===== config.mk =====
export PLATFORM = sky130hd
export DESIGN_NAME = unicode_code_point_encoder_core
export DESIGN_NICKNAME = d
export VERILOG_FILES = /design/src/hdl/ucpe_pkg.sv /design/src/hdl/unicode_code_point_encoder_core.sv /design/src/hdl/ucpe_front.sv /design/src/hdl/ucpe_fifo.sv /design/src/hdl/ucpe_back.sv
export SDC_FILE = /design/constraint.sdc
export NUM_CORES = 1
export LEC_CHECK = 0
export ABC_AREA = 1
export BUFFER_PORTS_ARGS = -buffer_cell sky130_fd_sc_hd__buf_2
export CORE_MARGIN = 1
export CORE_UTILIZATION = 35
export DETAILED_ROUTE_END_ITERATION = 8
export GPL_ROUTABILITY_DRIVEN = 0
export PLACE_DENSITY = 0.6
export SLEW_MARGIN = 15
export SYNTH_ARGS = -nofsm -noshare
export SYNTH_HDL_FRONTEND = slang
export SYNTH_SLANG_ARGS = --single-unit

===== constraint.sdc =====
create_clock -name clk_i -period 4.2 [get_ports clk_i]
set_input_delay 0.42 -clock clk_i [delete_from_list [all_inputs] [get_ports clk_i]]
set_output_delay 0.42 -clock clk_i [all_outputs]
set_load 0.1 [all_outputs]

===== src/hdl/ucpe_pkg.sv =====
// ---------------------------------------------------------------------------
// ucpe_pkg: shared types and constants for the code point encoder
// Encoding codes, command codes, queue entry layout and register map.
// ---------------------------------------------------------------------------
package ucpe_pkg;

  typedef enum logic [1:0] {
    ENC_UTF8    = 2'd0,
    ENC_UTF16LE = 2'd1,
    ENC_UTF32LE = 2'd2,
    ENC_NONE    = 2'd3
  } encoding_e;

  typedef enum logic {
    CMD_START  = 1'b0,
    CMD_ENCODE = 1'b1
  } cmd_e;

  // APB register map
  localparam int unsigned PADDR_W            = 2;
  localparam int unsigned PDATA_W            = 32;
  localparam logic [PADDR_W-1:0] REG_ENC_ADDR = 2'd0;

  // work queue between front and back
  localparam int unsigned QUEUE_DEPTH = 2;

  // code point limits
  localparam logic [31:0] CP_MAX     = 32'h0010_FFFF;
  localparam logic [31:0] SURR_LO    = 32'h0000_D800;
  localparam logic [31:0] SURR_HI    = 32'h0000_DFFF;
  localparam logic [31:0] CP_1B_END  = 32'h0000_0080;
  localparam logic [31:0] CP_2B_END  = 32'h0000_0800;
  localparam logic [31:0] CP_3B_END  = 32'h0001_0000;
  localparam logic [15:0] HI_SURR    = 16'hD800;
  localparam logic [5:0]  LO_SURR_HI = 6'b110111;   // top bits of 0xDC00
  localparam logic [7:0]  BOM_B0     = 8'hFF;
  localparam logic [7:0]  BOM_B1     = 8'hFE;

  // one classified item: bytes in stream order, index of final byte, error
  typedef struct packed {
    logic [3:0][7:0] bytes;
    logic [1:0]      last_idx;
    logic            err;
  } entry_t;

  typedef struct packed {
    logic full;
    logic empty;
  } qstat_t;

endpackage


===== src/hdl/unicode_code_point_encoder_core.sv =====
// ---------------------------------------------------------------------------
// unicode_code_point_encoder_core: code point to UTF-8/16LE/32LE byte stream
// Front classifier, short work queue and byte-serial back end with APB
// configuration of the output encoding.
// ---------------------------------------------------------------------------
// Each input word is either a start command (tuser 0), which emits the
// byte-order mark of the chosen encoding (none for UTF-8, FF FE for UTF-16LE,
// FF FE 00 00 for UTF-32LE), or a code point (tuser 1), which emits its
// encoded bytes, one output word per byte, tlast on the final byte of the
// input word. An invalid UTF-8 code point (above 0x10FFFF or a surrogate)
// gives one output word with tuser (error) and tlast set and tdata 0.
// Encoding mode 3 swallows every input word. Rate: the output carries one
// byte per cycle while m_axis_tready does not stall it, so an input word
// holds the back end for its 1 to 4 bytes; words with no bytes cost nothing there.
// Input words are taken every cycle while the queue (QueueDepth entries) has
// room, so a word can enter while earlier bytes are still draining. With the
// back end free, an accepted word is written into the queue and its first byte
// then moves into the output register. Change encoding_mode only while the block is idle.
// ---------------------------------------------------------------------------
module unicode_code_point_encoder_core #(
  parameter int unsigned QueueDepth = ucpe_pkg::QUEUE_DEPTH
) (
  input  logic                          clk_i,
  input  logic                          rst_ni,
  // APB configuration
  input  logic                          psel,
  input  logic                          penable,
  input  logic                          pwrite,
  input  logic [ucpe_pkg::PADDR_W-1:0]  paddr,
  input  logic [ucpe_pkg::PDATA_W-1:0]  pwdata,
  output logic [ucpe_pkg::PDATA_W-1:0]  prdata,
  output logic                          pready,
  // input stream
  input  logic                          s_axis_tvalid,
  output logic                          s_axis_tready,
  input  logic [31:0]                   s_axis_tdata,  // [31:0] code_point
  input  logic                          s_axis_tuser,  // [0] cmd
  // output stream
  output logic                          m_axis_tvalid,
  input  logic                          m_axis_tready,
  output logic [7:0]                    m_axis_tdata,  // [7:0] out_byte
  output logic                          m_axis_tlast,  // last
  output logic                          m_axis_tuser   // [0] error
);
  import ucpe_pkg::*;

  encoding_e mode_q, mode_d;
  logic      cfg_wr;
  logic      push, pop;
  entry_t    push_entry, head_entry;
  qstat_t    q_stat;

  // --- configuration register: encoding_mode at byte address 0 ---
  assign pready = 1'b1;
  assign cfg_wr = psel && penable && pwrite && pready && (paddr == REG_ENC_ADDR);
  assign mode_d = cfg_wr ? encoding_e'(pwdata[1:0]) : mode_q;
  assign prdata = (paddr == REG_ENC_ADDR) ? {{(PDATA_W-2){1'b0}}, mode_q} : '0;

  always_ff @(posedge clk_i or negedge rst_ni) begin
    if (!rst_ni) begin
      mode_q <= ENC_UTF8;
    end else begin
      mode_q <= mode_d;
    end
  end

  // --- front: take word, classify into byte list ---
  ucpe_front u_front (
    .mode_i       (mode_q),
    .in_valid_i   (s_axis_tvalid),
    .in_ready_o   (s_axis_tready),
    .cmd_i        (s_axis_tuser),
    .code_point_i (s_axis_tdata),
    .q_stat_i     (q_stat),
    .push_o       (push),
    .entry_o      (push_entry)
  );

  // --- queue: decouples input stalls from output stalls ---
  ucpe_fifo #(
    .Depth (QueueDepth)
  ) u_fifo (
    .clk_i   (clk_i),
    .rst_ni  (rst_ni),
    .push_i  (push),
    .wdata_i (push_entry),
    .pop_i   (pop),
    .rdata_o (head_entry),
    .stat_o  (q_stat)
  );

  // --- back: one byte per cycle into the output register unless the output stalls ---
  ucpe_back u_back (
    .clk_i       (clk_i),
    .rst_ni      (rst_ni),
    .head_i      (head_entry),
    .q_stat_i    (q_stat),
    .pop_o       (pop),
    .out_valid_o (m_axis_tvalid),
    .out_ready_i (m_axis_tready),
    .out_byte_o  (m_axis_tdata),
    .out_last_o  (m_axis_tlast),
    .out_err_o   (m_axis_tuser)
  );

  // --- checks ---
  // an error word always closes its item
  a_err_last : assert property (@(posedge clk_i) disable iff (!rst_ni)
    (m_axis_tvalid && m_axis_tuser) |-> m_axis_tlast)
    else $error("error word without tlast");

  // an error word carries a zero byte
  a_err_zero : assert property (@(posedge clk_i) disable iff (!rst_ni)
    (m_axis_tvalid && m_axis_tuser) |-> (m_axis_tdata == 8'd0))
    else $error("error word with non-zero byte");

  // a full queue means the back end already holds a word
  a_full_busy : assert property (@(posedge clk_i) disable iff (!rst_ni)
    q_stat.full |-> m_axis_tvalid)
    else $error("queue full while output register idle");

endmodule


===== src/hdl/ucpe_front.sv =====
// ---------------------------------------------------------------------------
// ucpe_front: input side of the encoder
// Accepts words, classifies them and turns them into queue entries.
// ---------------------------------------------------------------------------
module ucpe_front (
  input  ucpe_pkg::encoding_e mode_i,
  input  logic                in_valid_i,
  output logic                in_ready_o,
  input  logic                cmd_i,
  input  logic [31:0]         code_point_i,
  input  ucpe_pkg::qstat_t    q_stat_i,
  output logic                push_o,
  output ucpe_pkg::entry_t    entry_o
);
  import ucpe_pkg::*;

  logic        has_res;
  logic        invalid;
  logic [15:0] hi_unit;
  logic [9:0]  plane_m1;

  assign in_ready_o = !q_stat_i.full;
  assign push_o     = in_valid_i && in_ready_o && has_res;

  assign invalid = (code_point_i > CP_MAX) ||
                   ((code_point_i >= SURR_LO) && (code_point_i <= SURR_HI));

  // v = cp - 0x10000 only alters bits 16 and up; v[25:10] is all we need
  assign plane_m1 = code_point_i[25:16] - 10'd1;
  assign hi_unit  = {plane_m1, code_point_i[15:10]} + HI_SURR;

  always_comb begin
    entry_o = '0;
    has_res = 1'b0;
    unique case (mode_i)
      ENC_UTF8: begin
        if (cmd_i == CMD_ENCODE) begin
          has_res = 1'b1;
          if (invalid) begin
            entry_o.err = 1'b1;
          end else if (code_point_i < CP_1B_END) begin
            entry_o.bytes[0] = {1'b0, code_point_i[6:0]};
          end else if (code_point_i < CP_2B_END) begin
            entry_o.bytes[0] = {3'b110, code_point_i[10:6]};
            entry_o.bytes[1] = {2'b10, code_point_i[5:0]};
            entry_o.last_idx = 2'd1;
          end else if (code_point_i < CP_3B_END) begin
            entry_o.bytes[0] = {4'b1110, code_point_i[15:12]};
            entry_o.bytes[1] = {2'b10, code_point_i[11:6]};
            entry_o.bytes[2] = {2'b10, code_point_i[5:0]};
            entry_o.last_idx = 2'd2;
          end else begin
            entry_o.bytes[0] = {5'b11110, code_point_i[20:18]};
            entry_o.bytes[1] = {2'b10, code_point_i[17:12]};
            entry_o.bytes[2] = {2'b10, code_point_i[11:6]};
            entry_o.bytes[3] = {2'b10, code_point_i[5:0]};
            entry_o.last_idx = 2'd3;
          end
        end
      end
      ENC_UTF16LE: begin
        has_res = 1'b1;
        if (cmd_i == CMD_START) begin
          entry_o.bytes[0] = BOM_B0;
          entry_o.bytes[1] = BOM_B1;
          entry_o.last_idx = 2'd1;
        end else if (code_point_i[31:16] == 16'd0) begin
          entry_o.bytes[0] = code_point_i[7:0];
          entry_o.bytes[1] = code_point_i[15:8];
          entry_o.last_idx = 2'd1;
        end else begin
          entry_o.bytes[0] = hi_unit[7:0];
          entry_o.bytes[1] = hi_unit[15:8];
          entry_o.bytes[2] = code_point_i[7:0];
          entry_o.bytes[3] = {LO_SURR_HI, code_point_i[9:8]};
          entry_o.last_idx = 2'd3;
        end
      end
      ENC_UTF32LE: begin
        has_res          = 1'b1;
        entry_o.last_idx = 2'd3;
        if (cmd_i == CMD_START) begin
          entry_o.bytes[0] = BOM_B0;
          entry_o.bytes[1] = BOM_B1;
        end else begin
          entry_o.bytes = code_point_i;
        end
      end
      default: begin
        has_res = 1'b0;   // unused mode: word is swallowed
      end
    endcase
  end

endmodule


===== src/hdl/ucpe_fifo.sv =====
// ---------------------------------------------------------------------------
// ucpe_fifo: short work queue
// Register queue of classified entries; head is visible without a pop.
// ---------------------------------------------------------------------------
module ucpe_fifo #(
  parameter int unsigned Depth = ucpe_pkg::QUEUE_DEPTH
) (
  input  logic             clk_i,
  input  logic             rst_ni,
  input  logic             push_i,
  input  ucpe_pkg::entry_t wdata_i,
  input  logic             pop_i,
  output ucpe_pkg::entry_t rdata_o,
  output ucpe_pkg::qstat_t stat_o
);
  import ucpe_pkg::*;

  localparam int unsigned PtrW = (Depth > 1) ? $clog2(Depth) : 1;
  localparam int unsigned CntW = $clog2(Depth + 1);
  localparam logic [PtrW-1:0] LastPtr = PtrW'(Depth - 1);
  localparam logic [CntW-1:0] DepthCnt = CntW'(Depth);

  entry_t          mem_q [Depth];
  logic [PtrW-1:0] wr_ptr_q, wr_ptr_d, rd_ptr_q, rd_ptr_d;
  logic [CntW-1:0] cnt_q, cnt_d;
  logic            do_push, do_pop;

  assign stat_o.full  = (cnt_q == DepthCnt);
  assign stat_o.empty = (cnt_q == '0);
  assign do_push      = push_i && !stat_o.full;
  assign do_pop       = pop_i && !stat_o.empty;
  assign rdata_o      = mem_q[rd_ptr_q];

  always_comb begin
    wr_ptr_d = wr_ptr_q;
    rd_ptr_d = rd_ptr_q;
    cnt_d    = cnt_q;
    if (do_push) begin
      wr_ptr_d = (wr_ptr_q == LastPtr) ? '0 : wr_ptr_q + 1'b1;
    end
    if (do_pop) begin
      rd_ptr_d = (rd_ptr_q == LastPtr) ? '0 : rd_ptr_q + 1'b1;
    end
    if (do_push && !do_pop) begin
      cnt_d = cnt_q + 1'b1;
    end else if (do_pop && !do_push) begin
      cnt_d = cnt_q - 1'b1;
    end
  end

  always_ff @(posedge clk_i or negedge rst_ni) begin
    if (!rst_ni) begin
      wr_ptr_q <= '0;
      rd_ptr_q <= '0;
      cnt_q    <= '0;
    end else begin
      wr_ptr_q <= wr_ptr_d;
      rd_ptr_q <= rd_ptr_d;
      cnt_q    <= cnt_d;
    end
  end

  always_ff @(posedge clk_i) begin
    if (do_push) begin
      mem_q[wr_ptr_q] <= wdata_i;
    end
  end

endmodule


===== src/hdl/ucpe_back.sv =====
// ---------------------------------------------------------------------------
// ucpe_back: output side of the encoder
// Walks the queue head one byte a cycle, unless the output stalls, into a registered output word.
// ---------------------------------------------------------------------------
module ucpe_back (
  input  logic             clk_i,
  input  logic             rst_ni,
  input  ucpe_pkg::entry_t head_i,
  input  ucpe_pkg::qstat_t q_stat_i,
  output logic             pop_o,
  output logic             out_valid_o,
  input  logic             out_ready_i,
  output logic [7:0]       out_byte_o,
  output logic             out_last_o,
  output logic             out_err_o
);
  import ucpe_pkg::*;

  logic       valid_q, valid_d;
  logic [1:0] idx_q, idx_d;
  logic [7:0] byte_q;
  logic       last_q, err_q;
  logic       out_adv, take, final_byte;

  assign out_adv    = !valid_q || out_ready_i;
  assign take       = out_adv && !q_stat_i.empty;
  assign final_byte = (idx_q == head_i.last_idx);
  assign pop_o      = take && final_byte;

  always_comb begin
    valid_d = out_adv ? take : valid_q;
    idx_d   = idx_q;
    if (take) begin
      idx_d = final_byte ? 2'd0 : idx_q + 2'd1;
    end
  end

  always_ff @(posedge clk_i or negedge rst_ni) begin
    if (!rst_ni) begin
      valid_q <= 1'b0;
      idx_q   <= 2'd0;
    end else begin
      valid_q <= valid_d;
      idx_q   <= idx_d;
    end
  end

  always_ff @(posedge clk_i) begin
    if (take) begin
      byte_q <= head_i.bytes[idx_q];
      last_q <= final_byte;
      err_q  <= head_i.err;
    end
  end

  assign out_valid_o = valid_q;
  assign out_byte_o  = byte_q;
  assign out_last_o  = last_q;
  assign out_err_o   = err_q;

endmodule


=== Word-level counts from Yosys, hierarchy flattened ===
Memories as Yosys holds them, arrays and structs flattened.
Cells that the tools add are included.

* Flip-flop bits (word level): 19
* Latch bits: 0
* Memory bits (writable): 70
* Bits in read-only memories: 0
* Input port bits: 74
* Output and inout port bits: 45
* Memories: 1

{| class="wikitable"
|+ Memory list
! memory !! depth !! bits a word !! read ports !! clocked after Yosys merged registers in !! write ports !! line !! text
|-
| u_fifo.mem_q || 2 || 35 || 1 || 0 || 1 || ucpe_fifo.sv:23 || <nowiki>entry_t mem_q [Depth];</nowiki>
|}

* $add $sub $neg: 7
* $mul: 0
* Div/mod/pow operators: 0
* Magnitude comparators: 7
* Eq/ne operators: 4
* Shifts and indexed selects: 0
* Multiplexer cells: 30
* Bitwise operators: 0
* Reductions and logical operators: 25

{| class="wikitable"
|+ Operators with widths
! kind !! number
|-
| case mux 34 bit (3 select lines) || 1
|-
| two-way mux 16 bit || 5
|-
| two-way mux 18 bit || 3
|-
| two-way mux 24 bit || 2
|-
| two-way mux 35 bit || 1
|-
| two-way mux 34 bit || 1
|-
| >= comparator 32 x 16 -> 1 bit, second input constant || 1
|-
| > comparator 32 x 21 -> 1 bit, second input constant || 1
|-
| less-or-equal comparator 32 x 16 -> 1 bit, second input constant || 1
|-
| < comparator 32 x 12 -> 1 bit, second input constant || 1
|-
| < comparator 32 x 17 -> 1 bit, second input constant || 1
|-
| < comparator 32 x 8 -> 1 bit, second input constant || 1
|-
| two-way mux 8 bit || 3
|-
| adder 16 bit, second input constant || 1
|-
| binary-select mux 8 bit (select 2 bit) || 1
|-
| zero test 16 bit || 1
|-
| logical AND 1 bit || 12
|-
| two-way mux 2 bit || 5
|-
| subtractor 10 x 1 -> 10 bit, second input constant || 1
|-
| two-way mux 1 bit || 7
|-
| zero test 2 bit || 3
|-
| zero test 1 bit || 5
|-
| adder 2 x 1 -> 2 bit, second input constant || 2
|-
| == test 2 bit, second input constant || 2
|-
| other kinds (9) || 11
|}

=== Depth between registers and ports, before layout ===
Gate-level depths: netlist of run 1.

* Depth after elaboration: 9
* Gate-level depth with buffers: 16
* Gate-level depth less buffers: 16

=== Hierarchy ===
A second synthesis of run 1 with hierarchy kept.

* Cell total of the unflattened synthesis: 690
* Area, all modules: 5634.2 µm²

{| class="wikitable"
|+ By module, submodules not included
! module !! instances !! cells an instance !! area an instance (µm²)
|-
| ucpe_fifo || 1 || 214 || 2780.2
|-
| ucpe_front || 1 || 343 || 1726.7
|-
| ucpe_back || 1 || 82 || 754.5
|-
| unicode_code_point_encoder_core || 1 || 51 || 372.9
|}

=== Worst setup path before layout of run 1 ===
OpenSTA, ideal clock, no wires.

* Kind: reg2reg
* Start point: register u_fifo.cnt_q[1]
* End point: memory u_fifo.mem_q[0][0] (netlist bit), enable pin
* Library setup time: 0.427 ns
* Arrival: 2.929 ns
* Data required time: 3.773 ns
* Setup slack: 0.844 ns
* Cell stages (with the launch flop): 7
* Period minus slack after synthesis: 3.356 ns
* Cells stage by stage: dfrtp_1 inv_1 nor2_1 inv_1 and3_1 inv_1 nor2_1

* Cells in the longest elaborated chain, start to end: 7

{| class="wikitable"
|+ Ends and longest elaborated chain
! element !! line !! text
|-
| from (decl) || ucpe_fifo.sv:25 || <nowiki>logic [CntW-1:0] cnt_q, cnt_d;</nowiki>
|-
| from (signal assigned) || ucpe_fifo.sv:59 || <nowiki>cnt_q <= cnt_d;</nowiki>
|-
| == test 2 bit * || ucpe_fifo.sv:28 || <nowiki>assign stat_o.full = (cnt_q == DepthCnt);</nowiki>
|-
| zero test 1 bit * || ucpe_front.sv:22 || <nowiki>assign in_ready_o = !q_stat_i.full;</nowiki>
|-
| named net s_axis_tready || unicode_code_point_encoder_core.sv:35 || <nowiki>output logic s_axis_tready,</nowiki>
|-
| logical AND 1 bit (2 in series) || ucpe_front.sv:23 || <nowiki>assign push_o = in_valid_i && in_ready_o && has_res;</nowiki>
|-
| logical AND 1 bit * || ucpe_fifo.sv:30 || <nowiki>assign do_push = push_i && !stat_o.full;</nowiki>
|-
| named net u_fifo.do_push || ucpe_fifo.sv:26 || <nowiki>logic do_push, do_pop;</nowiki>
|-
| two-way mux 1 bit * || ucpe_fifo.sv:64 || <nowiki>if (do_push) begin</nowiki>
|-
| two-way mux 1 bit (implied by the code) * || ucpe_fifo.sv:65 || <nowiki>mem_q[wr_ptr_q] <= wdata_i;</nowiki>
|-
| to (decl) || ucpe_fifo.sv:23 ||
|}

The timed path passes the listed nets; every way through them passes the cells marked *.

=== Worst setup path in the final report of run 1 ===
* Start point: register u_fifo.rd_ptr_q
* End point: register u_fifo.cnt_q[1]

* Cells in the longest elaborated chain, start to end: 7
* Elaborated cells between the ends (all ways): 9
* Classes of those cells: eq/ne: 1; mux: 1; reduce/logical: 6; memory: 1

{| class="wikitable"
|+ Ends and longest elaborated chain
! element !! line !! text
|-
| from (decl) || ucpe_fifo.sv:24 || <nowiki>logic [PtrW-1:0] wr_ptr_q, wr_ptr_d, rd_ptr_q, rd_ptr_d;</nowiki>
|-
| from (signal assigned) || ucpe_fifo.sv:58 || <nowiki>rd_ptr_q <= rd_ptr_d;</nowiki>
|-
| memory (2 x 35 bit) * || -- ||
|-
| == test 2 bit * || ucpe_back.sv:27 || <nowiki>assign final_byte = (idx_q == head_i.last_idx);</nowiki>
|-
| named net u_back.final_byte || ucpe_back.sv:23 || <nowiki>logic out_adv, take, final_byte;</nowiki>
|-
| logical AND 1 bit * || ucpe_back.sv:28 || <nowiki>assign pop_o = take && final_byte;</nowiki>
|-
| logical AND 1 bit * || ucpe_fifo.sv:31 || <nowiki>assign do_pop = pop_i && !stat_o.empty;</nowiki>
|-
| zero test 1 bit || ucpe_fifo.sv:44 || <nowiki>if (do_push && !do_pop) begin</nowiki>
|-
| logical AND 1 bit || ucpe_fifo.sv:44 ||
|-
| two-way mux 2 bit or nonzero test 2 bit (tied branches) || -- ||
|}

Marks and branches as above.
A chain may end at the register's enable or synchronous reset.

==> results by group, run 1 <==
GRT
  – Largest net degree at the start of global routing: 37
  – GRT overflow: 0
  – First-pass GRT wire length: ~22,000 um
  – GRT Total Usage: between 10% and 20%
  – Via count of the first global-routing pass: about 4.3k
  – Initial antenna violation count: 0

Worst setup path
  – Reg-to-Reg Start: u_fifo.rd_ptr_q
  – Worst Path Required: between 4000 and 5000 ps
  – CP Class: flip-flop to flip-flop
  – Crit end category: flip-flop
  – CP Launch Type: flip-flop
  – Critical path launch point: u_fifo.rd_ptr_q
  – CP max FO: 36
  – Arr. time, crit path: 2770 ps

Detailed routing
  – Vias/cell: roughly 5.2
  – Initial detailed-routing violation count: a little over 500
  – Post-DR wirelength/cell: ~16 um
  – Initial DRT Pass Iterations: 5
  – Total number of vias: 4,598
  – Drt drc: 0
  – WL final: between 10,000 and 15,000 um
  – Antenna viol nets, final: 0

Logic synthesis
  – Flops & latches, synth: between 80 and 90
  – Netlist cell types: 37
  – Synth Flop Type: edfxtp_1
  – Post-synth EDFFs: 80
  – Ys Warns: 0
  – Mapped Cells: approximately 640
  – Synthesized area: 0.00537 sq mm
  – Syn avg cell area: ~8.4 sq um
  – Synth async-reset ratio: around a tenth
  – Post-synthesis sequential area ratio: between 40% and 50%

STA
  – Minimum clock period: 2550 ps
  – Final setup vio count: 0
  – Final slew viol count: 0
  – Final Cycle Share: around 61%
  – Max frequency: 392 MHz
  – Final Hold Viols: 0
  – Clk_skew: approximately 8.7 ps
  – RSZ-0062 raised after global routing: false
  – Max_slew headroom: roughly 55%
  – Worst Tran Pin Value: between 600 and 700 ps
  – Total Neg Setup Slack: 0 ps

Run
  – Max Cap Viol: 0

Clock network
  – CTS Sinks: between 80 and 90
  – Inserted Clock Buffers: 9
  – CTS tree: built
  – Reg clk slew, reported paths: approximately 60 ps
  – Skew-Pair Late Insertion Delay: 340 ps
  – Worst-case clock buffer depth: 2
  – H-tree depth: 3
  – Post CTS Setup Buffer Count: 0
  – Root Buffer: clkbuf_16

Placed design
  – HPWL after DPL: a little over 10,000 um
  – I/O Buffers: between 50 and 60
  – Placed Area: approximately 0.0057 sq mm

Floorplan
  – Die width: 126 um
  – Initial Util: 36.4%
  – Num ports: between 100 and 150
  – Row count: between 40 and 50
  – Die area: 0.0158 sq mm
  – Core ar.: about 0.015 sq mm
  – Die H: between 100 and 150 um

Min path
  – Worst min path class: input pin to flip-flop
  – Hold path startpoint: m_axis_tready

Layout
  – Nets: around 770
  – Final instance area: about 0.0060 sq mm
  – Layout cell share with drive strength beyond 1: between 15 and 20%
  – Fill cells: ~1.5k
  – Layout area overhead: 12.4%
  – Antenna cells: 0

Pwr
  – Leak: roughly 0.0024 uW
  – PD cells: just over 600 mW/mm^2
  – VDD IR max: 0.307 mV

Outcome
  – Status: finished clean
power by group:
part | total [uW] | switching [uW] | internal (uW) | leakage, uW
clock | 827 | 310 | 517 | 0.000152
sequential | 1250 | 72.8 | 1180 | 0.000851
combinational | 1630 | 1280 | 355 | 0.00142
total | 3710 | 1660 | 2050 | 0.00243
layout by cell type (no fill, tap or decap), drive strengths merged, types with 9 or more instances in the layout:
cell type,count
dfrtp,9
nor2,108
buf,64
nand2,112
inv,62
clkbuf,10
edfxtp,80
nand3,29
o22ai,15
a31oi,15
conb,31
o21ai,65
a21oi,54
area by class of cell:
cell class / count / area, sq um / area share, %
Clock buffer: 10 / 229 / 3.79
Clock inverter: 6 / 82.6 / 1.37
Inverter: 66 / 249 / 4.13
Multi-Input combinational cell: 460 / 2270 / 37.6
Sequential cell: 89 / 2630 / 43.5
Tap cell: 184 / 230 / 3.81
Timing Repair Buffer: 65 / 348 / 5.76
logic make-up (layout without fill, tap and decap cells):
family | count (synthesis) | after routing | share of synthesized area [%]
XOR/XNOR | 9 | 9 | 1.47
AO/OA/AOI/OAI | 156 | 156 | 16.0
adder cells (fa/ha/maj) | 7 | 7 | 1.63
flip-flops | 89 | 89 | 48.9
buffers and inverters | 121 | 147 | 10.9
AND/OR/NAND/NOR | 257 | 257 | 20.9
other | 2 | 31 | 0.140
metal layers:
metal,vias up,share of wire (%),GRT usage [%]
li1,2210,-,-
met1,2122,45,24.7
met2,222,45,28.4
met3,44,6.6,2.89
met4,0,3.9,8.22
met5,-,0,0
repair_timing:
action	4_1_cts	5_1_grt
resized for setup	0	0
endpoints found under the hold margin	9	0
hold buffers	1	0
synthesized netlist by cell type, types with 7 or more instances:
cell type / count / area, sq um
inv_1: 60 / 225
dfrtp_1: 9 / 225
nand3_1: 25 / 125
nand2_1: 107 / 402
clkbuf_1: 18 / 67.6
a21oi_1: 53 / 265
ha_1: 7 / 87.6
xor2_1: 8 / 70.1
a31oi_1: 15 / 93.8
o21ai_0: 59 / 295
buf_4: 32 / 240
nor2_1: 95 / 357
o22ai_1: 15 / 93.8
edfxtp_1: 80 / 2400
nor2_4: 7 / 78.8
state kept, by name, summed over array words and instances (netlist names):
register	cells
u_back.idx_q	2
u_fifo.wr_ptr_q	1
mode_q	2
u_back.out_valid_o	1
u_fifo.rd_ptr_q	1
u_back.out_byte_o	8
u_fifo.cnt_q	2
u_back.out_last_o	1
u_back.out_err_o	1
u_fifo.mem_q	70
per-stage QoR:
step	power, uW	hold slack (ps)	setup slack (ps)	util (%)	cells
detailed placement	2910	302	1490	38.7	863
finish	3710	272	1650	40.9	880
floorplan	2560	124	844	-	670
CTS	3750	260	1620	40.9	880
global placement	2880	294	1480	38.7	863
global route	3910	287	1430	40.9	880
final timing paths:
| path | to | slack, ps | cells after the start |
|---|---|---|---|
| max in group asynchronous | u_fifo.wr_ptr_q | 3540 | 2 |
| worst min-delay path | u_back.out_valid_o | 270 | 2 |
| worst max-delay path | u_fifo.cnt_q[1] | 1650 | 13 |
| worst min register to register | u_fifo.cnt_q[0] | 510 | 1 |
| min in group asynchronous | mode_q[0] | 470 | 2 |
| worst max register to register | u_fifo.cnt_q[1] | 1650 | 13 |
critical path, stage by stage, from the launching register on:
cell	delay, ps
dfrtp_1	320
buf_4	340
clkinv_1	210
buf_4	280
nand2_1	90
nand2_1	60
xor2_1	120
nand2_1	70
inv_1	70
nand2_1	110
ha_1	350
a21oi_1	140
o21ai_0	120
xor2_1	150
Power figures use the tool's default switching activity.
==> run 2: changes to the inputs <==
--- a/config.mk
+++ b/config.mk
@@ -5,7 +5,7 @@
 export SDC_FILE = /design/constraint.sdc
 export NUM_CORES = 1
 export LEC_CHECK = 0
-export ABC_AREA = 1
+export ABC_AREA = 0
 export BUFFER_PORTS_ARGS = -buffer_cell sky130_fd_sc_hd__buf_2
 export CORE_MARGIN = 1
 export CORE_UTILIZATION = 35
==> constraint.sdc (replaced) <==
create_clock -name clk_i -period 2.5 [get_ports clk_i]
set_input_delay 0.25 -clock clk_i [delete_from_list [all_inputs] [get_ports clk_i]]
set_output_delay 0.25 -clock clk_i [all_outputs]
set_load 0.1 [all_outputs]
==> results by group, run 2 <==
Outcome
  – Status: finished clean

Pwr
  – Cell-internal power: 3870 uW (+88%)
  – Pwr Total: 6470 uW (+74%)
  – Leak: 0.00240 uW (-1.3%)
  – Sw frac: 40.2% (-4.4 points)
  – PD cells: 1000 mW/mm^2 (+63%)
  – Clk network pwr share: 21.6% (-0.7 points)
  – Switching pwr: 2600 uW (+57%)
  – Flop pwr share: 35.5% (+1.7 points)
  – Gate power share: 42.8% (-1.1 points)
  – VDD IR max: 0.417 mV (+36%)

Logic synthesis
  – Post-synthesis sequential area ratio: 48.4% (-0.49 points)
  – Ys Warns: 0 (unchanged)
  – Syn avg cell area: 11.4 sq um (+37%)
  – Synth Flop Type: edfxtp_1
  – Biggest area consumer among synthesized cells: edfxtp_1
  – Synth top cells by count: 80 x edfxtp_1, 39 x a21oi_1, 31 x buf_4
  – Post-synth EDFFs: 80 (unchanged)
  – Mapped Cells: 474 (-26%)
  – Netlist cell types: 67 (+81%)
  – Flops & latches, synth: 89 (unchanged)
  – Area contributors post-synth: edfxtp_1 44%, mux4_2 6.6%, buf_4 4.3%
  – Synth async-reset ratio: 10.1% (unchanged)
  – Synthesized area: 0.00542 sq mm (+1.0%)
  – Post-synth top area share: 44.3% (-0.44 points)
  – Count leader, synth: edfxtp_1

Layout
  – Final cell count without fillers: 751 (-15%)
  – Commonest non-fill, non-tap cell in the layout: edfxtp_1
  – Nets: 639 (-17%)
  – Layout area overhead: 19.0%
  – Biggest register: u_fifo.mem_q
  – Largest register FFs: 70 (unchanged)
  – Layout cell share with drive strength beyond 1: 32.7% (+17 points)
  – Antenna cells: 0 (unchanged)
  – Most frequent cells in the layout: 80 x edfxtp_1, 57 x buf_2, 50 x buf_4, 39 x a21oi_1, 31 x conb_1
  – Post-layout util: 42.6% (+1.7 points)
  – Fill cells: 1,417 (-3.9%)

GRT
  – First-pass GRT wire length: 22,000 um (-1.2%)
  – Via count of the first global-routing pass: 4,042 (-5.4%)
  – GRT Total Usage: 17.9% (-0.16 points)
  – Largest net degree at the start of global routing: 39 (+5.4%)
  – GRT overflow: 0 (unchanged)
  – Initial antenna violation count: 0 (unchanged)

Clock network
  – CTS Sinks: 89 (unchanged)
  – Reg clk slew, reported paths: 60 ps (about the same)
  – CTS tree: built
  – Worst-case clock buffer depth: 2 (unchanged)
  – Inserted Clock Buffers: 9 (unchanged)
  – Skew-Pair Late Insertion Delay: 340 ps (about the same)
  – Root Buffer: clkbuf_16
  – CTS resizes: 0 (unchanged)
  – H-tree depth: 3 (unchanged)

Worst setup path
  – Reg2Reg Depth: 7 (-6)
  – Setup crit end: u_fifo.mem_q[0][18]
  – CP Class: input pin to flip-flop
  – Crit Reg-Reg Endpoint: u_fifo.mem_q[1][33]
  – CP max FO: 3 (-92%)
  – Arr. time, crit path: 2450 ps (-320 ps)
  – Worst Path Required: 2660 ps (-1760 ps)
  – Critical path launch point: s_axis_tdata[17]
  – Reg-to-Reg Start: mode_q[1]
  – CP Launch Type: input pin
  – FF-to-FF setup slack: 340 ps (-1310 ps)
  – Crit end category: flip-flop

Detailed routing
  – Initial detailed-routing violation count: 403 (-21%)
  – WL final: 13,900 um (-0.95%)
  – Initial DRT Pass Iterations: 5 (unchanged)
  – Vias/cell: 5.56 (+6.5%)
  – Antenna viol nets, final: 0 (unchanged)
  – Total number of vias: 4,179 (-9.1%)
  – Post-DR wirelength/cell: 18.5 um (+16%)
  – Drt drc: 0 (unchanged)

Floorplan
  – Die area: 0.0160 sq mm (+0.98%)
  – Die H: 126 um (+0.49%)
  – Num ports: 119 (unchanged)
  – Row count: 45 (+2.3%)
  – Core ar.: 0.0151 sq mm (+2.7%)
  – Initial Util: 35.8% (-0.59 points)
  – Die width: 126 um (+0.49%)

STA
  – Final slew viol count: 0 (unchanged)
  – Worst Tran Pin Value: 534 ps (-142 ps)
  – Minimum clock period: around 2300 ps
  – Final setup margin: 218 ps (-1430 ps)
  – Final Hold Viols: 0 (unchanged)
  – Total Neg Setup Slack: 0 ps (unchanged)
  – Clk_skew: 5.97 ps (-2.69 ps)
  – Final setup vio count: 0 (unchanged)
  – RSZ-0062 raised after global routing: false
  – Max frequency: 438 MHz
  – Final Cycle Share: 91.3%
  – Max_slew headroom: 64.1% (+9.1 points)

Placed design
  – Cells after DPL: 734 (-15%)
  – HPWL after DPL: 10,400 um (+0.91%)
  – Setup WS pre-CTS: -116 ps (-1600 ps)
  – I/O Buffers: 57 (unchanged)

Run
  – Max Cap Viol: 0 (unchanged)

Min path
  – Worst min path class: input pin to flip-flop
[run 2: changes by cell type after synthesis, sizes merged, moves of 16 or more]
cell / delta
inv: -49
mux2: +19
mux4: +16
nand2: -83
nor2: -86
o21ai: -39
[run 2: logic make-up after synthesis]
logic type,count (synthesis),share of synthesized area (%)
compound gates,122,14.6
simple gates,121,13.0
flops,89,48.4
buf+inv,81,8.81
mux,39,11.3
xor+xnor,13,2.10
fa+ha+maj,7,1.61
other cells,2,0.138
[run 2: worst max-delay path, stage by stage]
cell and delay, ps:
buf_2 110, inv_2 60, ha_4 120, or4b_4 470, nor3_2 210, nor2_1 80, ha_2 190, nor3_2 100
a21oi_1 60, o32a_1 310, a2111o_1 370, o211ai_1 110
[run 2: power groups by stage]
stage,clock network [uW],registers [uW],logic [uW]
CTS,1430,2300,2790
finish,1400,2300,2770
detailed placement,0,2340,2770
floorplan,0,2920,1600
global placement,0,2310,2740
global route,1490,2340,2940
[run 2: routing by layer]
metal | wire length (um) | GRT usage [%]
met1 | 6200 | 24.6
met2 | 6440 | 27.8
met3 | 913 | 3.71
met4 | 381 | 7.23
met5 | 0 | 0
[run 2: through the flow]
| stage | area (sq um) | hold slack, ps |
|---|---|---|
| final | 6460 | 118 |
| after global placement | 6130 | 118 |
| after detailed placement | 6130 | 124 |
| after floorplan | 5580 | -45.6 |
| after CTS | 6460 | 98.5 |
| after global routing | 6460 | 113 |
[run 2: cell type report]
class | instances | area, sq um | share of cell area (%)
clock buffer | 14 | 307 | 4.75
clock inverter | 2 | 13.8 | 0.213
inverter | 13 | 48.8 | 0.756
multi-input combinational | 333 | 2470 | 38.3
sequential | 89 | 2630 | 40.7
tap | 188 | 235 | 3.64
timing repair buffer | 112 | 751 | 11.6
[run 2: worst min path at each step]
stage / depth (start not counted) / slack (ps) / startpoint / to
after detailed placement: 1 / 120 / rst_ni / u_back.idx_q[1]
final: 2 / 120 / m_axis_tready / u_back.out_valid_o
after global placement: 1 / 120 / rst_ni / u_back.idx_q[0]
after global routing: 2 / 110 / m_axis_tready / u_back.out_valid_o
after floorplan: 0 / -50 / rst_ni / mode_q[0]
after CTS: 2 / 100 / m_axis_tready / u_back.out_valid_o
[run 2: repair_timing]
action | in CTS | in global routing
endpoints found under the hold margin | 9 | 0
buffers inserted | 0 | 0
hold buffers | 1 | 0
